**src/rtl/core/ryf_pkg.sv**
```systemverilog
`timescale 1ns / 1ps

package ryf_pkg;

  // Field and register widths
  localparam int unsigned COMP_W        = 8;
  localparam int unsigned CFG_W         = 13;
  localparam int unsigned LINE_WIDTH_RST = 512;

  // Defaults for the top level parameters
  localparam int unsigned MAX_LINE_WIDTH_DEF = 4096;
  localparam int unsigned QUEUE_DEPTH_DEF    = 2;

  // BT.601 studio range matrix, 8-bit fixed point
  localparam logic [15:0] Y_R  = 16'd66;
  localparam logic [15:0] Y_G  = 16'd129;
  localparam logic [15:0] Y_B  = 16'd25;
  localparam logic [15:0] U_R  = 16'd38;
  localparam logic [15:0] U_G  = 16'd74;
  localparam logic [15:0] U_B  = 16'd112;
  localparam logic [15:0] V_R  = 16'd112;
  localparam logic [15:0] V_G  = 16'd94;
  localparam logic [15:0] V_B  = 16'd18;
  localparam logic [15:0] RND  = 16'd128;
  localparam logic [15:0] C_OFS = 16'd32896; // rounding plus 128 << 8
  localparam logic [7:0]  Y_OFS = 8'd16;
  localparam logic [7:0]  C_MID = 8'd128;

  typedef struct packed {
    logic [COMP_W-1:0] red;
    logic [COMP_W-1:0] green;
    logic [COMP_W-1:0] blue;
  } ryf_pixel_t;

  typedef struct packed {
    logic [COMP_W-1:0] luma_even;
    logic [COMP_W-1:0] chroma_blue;
    logic [COMP_W-1:0] luma_odd;
    logic [COMP_W-1:0] chroma_red;
    logic              line_end;
  } ryf_yuyv_t;

  // One converted pixel, classified by position in its pair
  typedef struct packed {
    logic [COMP_W-1:0] luma;
    logic [COMP_W-1:0] cb;
    logic [COMP_W-1:0] cr;
    logic              odd;
    logic              last;
  } ryf_entry_t;

endpackage

```
**src/rtl/core/ryf_fifo.sv**
```systemverilog
`timescale 1ns / 1ps

module ryf_fifo #(
  parameter int unsigned WIDTH = 8,
  parameter int unsigned DEPTH = 2
) (
  input  logic             clk,
  input  logic             rst,
  input  logic             push_valid,
  output logic             push_ready,
  input  logic [WIDTH-1:0] push_data,
  output logic             pop_valid,
  input  logic             pop_ready,
  output logic [WIDTH-1:0] pop_data
);

  localparam int unsigned PW   = (DEPTH > 1) ? $clog2(DEPTH) : 1;
  localparam int unsigned CNTW = $clog2(DEPTH + 1);

  logic [WIDTH-1:0] mem [DEPTH];
  logic [PW-1:0]    wr_ptr;
  logic [PW-1:0]    rd_ptr;
  logic [CNTW-1:0]  count;
  logic             do_push;
  logic             do_pop;

  assign push_ready = (count != CNTW'(DEPTH));
  assign pop_valid  = (count != '0);
  assign pop_data   = mem[rd_ptr];
  assign do_push    = push_valid && push_ready;
  assign do_pop     = pop_valid && pop_ready;

  // Store incoming words
  always_ff @(posedge clk) begin
    if (do_push) begin
      mem[wr_ptr] <= push_data;
    end
  end

  // Advance pointers and occupancy
  always_ff @(posedge clk) begin
    if (rst) begin
      wr_ptr <= '0;
      rd_ptr <= '0;
      count  <= '0;
    end else begin
      if (do_push) begin
        wr_ptr <= (wr_ptr == PW'(DEPTH - 1)) ? '0 : wr_ptr + PW'(1);
      end
      if (do_pop) begin
        rd_ptr <= (rd_ptr == PW'(DEPTH - 1)) ? '0 : rd_ptr + PW'(1);
      end
      if (do_push && !do_pop) begin
        count <= count + CNTW'(1);
      end else if (do_pop && !do_push) begin
        count <= count - CNTW'(1);
      end
    end
  end

endmodule

```
**src/rtl/core/ryf_front.sv**
```systemverilog
`timescale 1ns / 1ps

module ryf_front #(
  parameter int unsigned MAX_LINE_WIDTH = 4096
) (
  input  logic                       clk,
  input  logic                       rst,
  input  logic                       cfg_valid,
  input  logic [ryf_pkg::CFG_W-1:0]  cfg_data,
  input  logic                       pix_valid,
  input  ryf_pkg::ryf_pixel_t        pix,
  output logic                       push_valid,
  input  logic                       push_ready,
  output ryf_pkg::ryf_entry_t        push_entry
);

  import ryf_pkg::*;

  localparam int unsigned CW     = $clog2(MAX_LINE_WIDTH);
  localparam int unsigned EW     = $clog2(MAX_LINE_WIDTH + 1);
  localparam int unsigned CMPW   = (CW + 1 > EW) ? CW + 1 : EW;
  localparam int unsigned LW     = (CFG_W > EW) ? CFG_W : EW;
  localparam int unsigned MAX_EVEN = ((MAX_LINE_WIDTH / 2) * 2 < 2) ? 2
                                   : (MAX_LINE_WIDTH / 2) * 2;
  localparam int unsigned EFF_RST = (LINE_WIDTH_RST > MAX_EVEN) ? MAX_EVEN
                                  : LINE_WIDTH_RST;

  logic [CW-1:0]  column;
  logic [EW-1:0]  eff_width;
  logic [LW-1:0]  cfg_even;
  logic [LW-1:0]  eff_width_next;
  logic           last;
  logic           accept;
  logic [15:0]    r16, g16, b16;
  logic [15:0]    y_sum, u_sum, v_sum;

  // Clamp the written width to an even value in range
  always_comb begin
    cfg_even = LW'({cfg_data[CFG_W-1:1], 1'b0});
    if (cfg_even > LW'(MAX_EVEN)) begin
      eff_width_next = LW'(MAX_EVEN);
    end else if (cfg_even < LW'(2)) begin
      eff_width_next = LW'(2);
    end else begin
      eff_width_next = cfg_even;
    end
  end

  // Convert the pixel
  always_comb begin
    r16   = 16'(pix.red);
    g16   = 16'(pix.green);
    b16   = 16'(pix.blue);
    y_sum = Y_R * r16 + Y_G * g16 + Y_B * b16 + RND;
    u_sum = U_B * b16 + C_OFS - U_R * r16 - U_G * g16;
    v_sum = V_R * r16 + C_OFS - V_G * g16 - V_B * b16;
  end

  assign last       = (CMPW'(column) + CMPW'(1)) >= CMPW'(eff_width);
  assign push_valid = pix_valid;
  assign accept     = pix_valid && push_ready;

  // Tag the converted pixel with its pair position
  always_comb begin
    push_entry.luma = y_sum[15:8] + Y_OFS;
    push_entry.cb   = u_sum[15:8];
    push_entry.cr   = v_sum[15:8];
    push_entry.odd  = column[0];
    push_entry.last = column[0] && last;
  end

  // Hold the width, advance the column
  always_ff @(posedge clk) begin
    if (rst) begin
      eff_width <= EW'(EFF_RST);
      column    <= '0;
    end else begin
      if (cfg_valid) begin
        eff_width <= EW'(eff_width_next);
      end
      if (accept) begin
        if (column[0] && last) begin
          column <= '0;
        end else begin
          column <= column + CW'(1);
        end
      end
    end
  end

endmodule

```
**src/rtl/core/ryf_back.sv**
```systemverilog
`timescale 1ns / 1ps

module ryf_back (
  input  logic                 clk,
  input  logic                 rst,
  input  logic                 pop_valid,
  output logic                 pop_ready,
  input  ryf_pkg::ryf_entry_t  pop_entry,
  output logic                 out_valid,
  input  logic                 out_stall,
  output ryf_pkg::ryf_yuyv_t   out_word
);

  import ryf_pkg::*;

  logic [COMP_W-1:0] held_luma;
  logic [COMP_W-1:0] held_u;
  logic [COMP_W-1:0] held_v;
  logic [COMP_W-1:0] left_u;
  logic [COMP_W-1:0] left_v;
  logic [9:0]        sum_u;
  logic [9:0]        sum_v;
  logic              take;
  logic              take_odd;

  // An even word only loads the hold registers; an odd one needs a free output slot
  assign pop_ready = !pop_entry.odd || !out_valid || !out_stall;
  assign take      = pop_valid && pop_ready;
  assign take_odd  = take && pop_entry.odd;

  // Chroma filter [1 2 1] / 4 with rounding
  always_comb begin
    sum_u = 10'(left_u) + {1'b0, held_u, 1'b0} + 10'(pop_entry.cb) + 10'd2;
    sum_v = 10'(left_v) + {1'b0, held_v, 1'b0} + 10'(pop_entry.cr) + 10'd2;
  end

  // Hold the even pixel and the left neighbor, drive the output register
  always_ff @(posedge clk) begin
    if (rst) begin
      out_valid <= 1'b0;
      held_luma <= '0;
      held_u    <= C_MID;
      held_v    <= C_MID;
      left_u    <= C_MID;
      left_v    <= C_MID;
    end else begin
      if (take_odd) begin
        out_valid <= 1'b1;
      end else if (!out_stall) begin
        out_valid <= 1'b0;
      end
      if (take && !pop_entry.odd) begin
        held_luma <= pop_entry.luma;
        held_u    <= pop_entry.cb;
        held_v    <= pop_entry.cr;
      end
      if (take_odd) begin
        left_u <= pop_entry.last ? C_MID : pop_entry.cb;
        left_v <= pop_entry.last ? C_MID : pop_entry.cr;
      end
    end
  end

  // Load the output word
  always_ff @(posedge clk) begin
    if (take_odd) begin
      out_word.luma_even   <= held_luma;
      out_word.chroma_blue <= sum_u[9:2];
      out_word.luma_odd    <= pop_entry.luma;
      out_word.chroma_red  <= sum_v[9:2];
      out_word.line_end    <= pop_entry.last;
    end
  end

endmodule

```
**src/rtl/core/rgb_to_yuyv_filtered_chroma_core.sv**
```systemverilog
`timescale 1ns / 1ps
// An odd pixel is registered in the queue, then in the output word. Throughput: one pixel
// per cycle while in_stall is low, one word every two pixels; the two-entry queue between
// the converter and the pair assembler lets either side stall without a bubble.
// Reset (rst, synchronous, active high): queue and output empty, column 0, width 512,
// held and left chroma 128.
module rgb_to_yuyv_filtered_chroma_core #(
  parameter int unsigned MAX_LINE_WIDTH = ryf_pkg::MAX_LINE_WIDTH_DEF,
  parameter int unsigned QUEUE_DEPTH    = ryf_pkg::QUEUE_DEPTH_DEF
) (
  input  logic                      clk,
  input  logic                      rst,
  input  logic                      cfg_valid,
  output logic                      cfg_ready,
  input  logic [ryf_pkg::CFG_W-1:0] cfg_data,
  input  logic                      in_valid,
  output logic                      in_stall,
  input  ryf_pkg::ryf_pixel_t       in_word,
  output logic                      out_valid,
  input  logic                      out_stall,
  output ryf_pkg::ryf_yuyv_t        out_word
);

  import ryf_pkg::*;

  localparam int unsigned EWID = $bits(ryf_entry_t);

  logic             push_valid;
  logic             push_ready;
  ryf_entry_t       push_entry;
  logic             pop_valid;
  logic             pop_ready;
  logic [EWID-1:0]  pop_bits;
  ryf_entry_t       pop_entry;

  assign cfg_ready = 1'b1;
  assign in_stall  = !push_ready;
  assign pop_entry = ryf_entry_t'(pop_bits);

  ryf_front #(
    .MAX_LINE_WIDTH (MAX_LINE_WIDTH)
  ) u_front (
    .clk        (clk),
    .rst        (rst),
    .cfg_valid  (cfg_valid),
    .cfg_data   (cfg_data),
    .pix_valid  (in_valid),
    .pix        (in_word),
    .push_valid (push_valid),
    .push_ready (push_ready),
    .push_entry (push_entry)
  );

  ryf_fifo #(
    .WIDTH (EWID),
    .DEPTH (QUEUE_DEPTH)
  ) u_queue (
    .clk        (clk),
    .rst        (rst),
    .push_valid (push_valid),
    .push_ready (push_ready),
    .push_data  (EWID'(push_entry)),
    .pop_valid  (pop_valid),
    .pop_ready  (pop_ready),
    .pop_data   (pop_bits)
  );

  ryf_back u_back (
    .clk       (clk),
    .rst       (rst),
    .pop_valid (pop_valid),
    .pop_ready (pop_ready),
    .pop_entry (pop_entry),
    .out_valid (out_valid),
    .out_stall (out_stall),
    .out_word  (out_word)
  );

endmodule

```
**config.mk**
```make
export PLATFORM = sky130hd
export DESIGN_NAME = rgb_to_yuyv_filtered_chroma_core
export DESIGN_NICKNAME = d
export VERILOG_FILES = /design/src/rtl/core/ryf_pkg.sv /design/src/rtl/core/ryf_fifo.sv /design/src/rtl/core/ryf_front.sv /design/src/rtl/core/ryf_back.sv /design/src/rtl/core/rgb_to_yuyv_filtered_chroma_core.sv
export SDC_FILE = /design/constraint.sdc
export NUM_CORES = 1
export LEC_CHECK = 0
export BUFFER_PORTS_ARGS = -buffer_cell sky130_fd_sc_hd__buf_2
export CORE_MARGIN = 5
export CORE_UTILIZATION = 56
export DETAILED_ROUTE_END_ITERATION = 7
export PLACE_DENSITY_LB_ADDON = 0.2
export SYNTH_ARGS = -nofsm -noshare
export SYNTH_HDL_FRONTEND = slang
export SYNTH_SLANG_ARGS = --single-unit
```
**constraint.sdc**
```tcl
create_clock -name clk -period 7.8 [get_ports clk]
set_input_delay 0.78 -clock clk [delete_from_list [all_inputs] [get_ports clk]]
set_output_delay 0.78 -clock clk [all_outputs]
set_load 0.01 [all_outputs]
```
==> results.cfg <==
[outcome]
status = complete, no violations

[sta]
tns_ns = 0
relSlewSlack_pct = 42.7
hold_violations = 0
min_period_ns = 6.25
slew_violations = 0
max_freq_mhz = 160
finalSetupViolations = 0
rsz0062_at_grt = false
worstMarginPinSlew_ns = 0.859
holdWs_ns = 0.431
skew_ns = 0.00934
fin_crit_sh_pct = 80.1

[routing]
drc_errors = 0
vias = 9312
routed_wl_um = 25400
wl_per_cell_um = 14.4
vias_per_cell = 5.28
drt-initial-drc-count = 443
postRouteAntennaNets = 0
drt-pass1-iter-count = 5

[critical_path]
required_ns = 7.96
cp_max_fo = 6
worstSetupStartpoint = in_word[10]
end_kind = flip-flop
startpoint_type = primary input
arrival_ns = 6.41
r2r_setup_slack_ns = 4.26
crit_end = u_queue.mem[0][8]$_DFFE_PP_
r2r.worst_path.cells = 13
crit_type = in2reg
timing.rr.end = u_back.out_word[7]$_DFFE_PP_

[clock_network]
clk_pin_slew_ns = 0.07
cts_resized = 0
clock_path_buffers = 2
cts_root_buf = clkbuf_16
insertion_delay_ns = 0.42
cts_hold_buf = 0
postCtsSetupRepairBufs = 0
htreeDepth = 4
cts_buffers = 17
clock-sinks = 155
cts_tree = built

[die]
fp.dieH_um = 167
dieArea_um2 = 28000
die_w_um = 167
initial_core_util_pct = 56.9
core_area_um2 = 24400
io_pins = 78
row_count = 57

[finish]
utilization_pct = 62.4
fin_nets = 1824
nFillCells = 2078
n_antenna_cell = 0
area_growth_pct = 9.61
drive_above_1_share_pct = 9.73
multi_input_area_um2 = 8900
seq_area_um2 = 3950

[global_route]
grt_pass1_vias = 9232
grt-ovfl-total = 0
grt_max_degree = 85
grt_usage_pct = 18.8
antenna_found_initial = 0
grt_pass1_wl_um = 43800

[synthesis]
synth.avg_cell_area_um2 = 10.3
synth.ff_latch_count = 155
synth_edf_count = 85
ys.flop_type = edfxtp_1
netlist_area_um2 = 13900
syn_inst = 1350
synth_warnings = 0
synth-seq-area-share_pct = 28.5
syn_nets = 1748
postSynth.asyncResetShare_pct = 0
ys_types = 59

[pwr]
seq_power_share_pct = 25.6
clkPwrFrac_pct = 11.9
power.switching_uw = 2850
power_leakage_uw = 0.00744
p_per_area_nw_per_um2 = 444
fin_total_pwr_uw = 6760
peakVddDrop_uv = 309
swShare_pct = 42.2
p_int_uw = 3900
combPwrFrac_pct = 62.5

[placed_design]
gp_congestion = 0.848
io_buffers = 75
dpl.hpwl_um = 20200

[min_path]
hp-class = reg2reg

[job]
maxCapViolations = 0
==> per-layer routing <==
metal / GRT usage (%) / up-vias / share of wire (%)
li1: - / 4747 / -
met1: 25.5 / 4407 / 47
met2: 31.4 / 129 / 48
met3: 3.02 / 29 / 2.9
met4: 5.22 / 0 / 2.0
met5: 0 / - / 0
==> power groups by stage <==
stage          Combinational [uW]  Sequential [uW]  Clock, uW
2_1_floorplan                3330             1770          0
3_3_place_gp                 4130             1740          0
3_5_place_dp                 4240             1750          0
4_1_cts                      4280             1730        823
5_1_grt                      4900             1760        869
6_report                     4220             1730        805
==> cell families (layout without fill, tap and decap cells) <==
group,Yosys count,in the layout,share of synthesized area [%]
other,1,1,0.0270
AND/OR/NAND/NOR,228,228,8.15
buffers and inverters,272,361,7.42
multiplexers,36,36,2.69
AO/OA/AOI/OAI,210,210,9.99
XOR/XNOR,91,91,5.74
adder cells (fa/ha/maj),357,357,37.5
flip-flops,155,155,28.5
==> cell usage in the layout (no fill, tap or decap), drive strengths merged, types with 11 or more instances in the layout <==
cell type / n
nor2: 82
inv: 256
a21o: 21
ha: 257
o21bai: 21
o21ai: 22
nor3: 33
dfxtp: 70
mux2i: 25
xor2: 34
mux2: 11
xnor2: 57
nand2: 27
edfxtp: 85
a211oi: 19
and3: 13
nor2b: 13
nand3: 15
a21oi: 73
fa: 99
buf: 83
clkbuf: 17
==> layout make-up <==
| cell class | instances | share of cell area (%) |
|---|---|---|
| multi-input combinational | 923 | 58.5 |
| sequential | 155 | 26.0 |
| inverter | 246 | 6.07 |
| timing repair buffer | 83 | 2.86 |
| clock buffer | 17 | 2.80 |
| tap | 324 | 2.66 |
| clock inverter | 15 | 1.11 |
==> Yosys cell counts, types with 6 or more instances <==
master    number  area (um^2)
xnor2_1       57          499
o21ai_0       18         90.1
o21a_1         6         45.0
nand2b_1       8         50.1
edfxtp_1      85         2550
a21o_1        21          158
a21oi_1       72          360
o211ai_1       6         45.0
xor2_1        34          298
nor2_1        82          308
a22oi_1        9         67.6
nand3_1       15         75.1
dfxtp_1       70         1400
and3_1        12         75.1
o22ai_1        9         56.3
nor2b_1       13         81.3
nand3b_1       8         60.1
clkbuf_1      16         60.1
inv_1        243          912
mux2_2        11          124
ha_1         257         3220
mux2i_1       25          250
nor3_1        33          165
nand2_1       27          101
o21bai_1      21          158
fa_1          99         1980
or3_1          6         37.5
a211oi_1      19          143
==> registers in the layout, indices dropped and copies added (netlist names), named ones only <==
register           count
u_back.left_u          8
u_queue.rd_ptr         1
u_back.out_word       33
u_front.eff_width     12
u_front.column        12
u_back.left_v          8
u_queue.count          2
u_back.out_valid       1
u_back.held_v          8
u_back.held_luma       8
u_back.held_u          8
u_queue.mem           52
u_queue.wr_ptr         1
==> worst min-delay path by stage <==
| stage | from | end | slack (ns) | cells past startpoint |
|---|---|---|---|---|
| global route | u_back.held_luma[5]$_SDFFE_PP0P_ | u_back.out_word[30]$_DFFE_PP_ | 0.45 | 0 |
| global placement | u_back.held_luma[3]$_SDFFE_PP0P_ | u_back.out_word[28]$_DFFE_PP_ | 0.41 | 0 |
| detailed placement | u_back.held_luma[1]$_SDFFE_PP0P_ | u_back.out_word[26]$_DFFE_PP_ | 0.42 | 0 |
| CTS | u_back.held_luma[1]$_SDFFE_PP0P_ | u_back.out_word[26]$_DFFE_PP_ | 0.43 | 0 |
| finish | u_back.held_luma[7]$_SDFFE_PP0P_ | u_back.out_word[32]$_DFFE_PP_ | 0.43 | 0 |
| floorplan | u_back.held_luma[0]$_SDFFE_PP0P_ | u_back.out_word[25]$_DFFE_PP_ | 0.41 | 0 |
==> stage by stage <==
step	cells	setup slack, ns	cell area (um^2)
final	1763	1.55	15200
after floorplan	1350	1.75	13900
after global routing	1763	1.13	15200
after CTS	1763	1.53	15200
after detailed placement	1731	1.11	14600
after global placement	1731	1.17	14600
==> worst max-delay path, stage by stage <==
cell and delay (ns):
buf_2 0.24, inv_1 0.16, fa_1 0.55, inv_1 0.04, ha_1 0.29, fa_1 0.54, fa_1 0.47, a21o_1 0.18
a21oi_1 0.24, o21bai_1 0.10, a21oi_1 0.24, o21bai_1 0.09, a21oi_1 0.27, xnor2_1 0.14, fa_1 0.55, inv_1 0.04
ha_1 0.29, ha_1 0.34, nand3_1 0.10, a211oi_1 0.06, or3_1 0.39, a21oi_1 0.20, xnor2_1 0.10
Note: power is estimated with default switching activity, not from simulation.
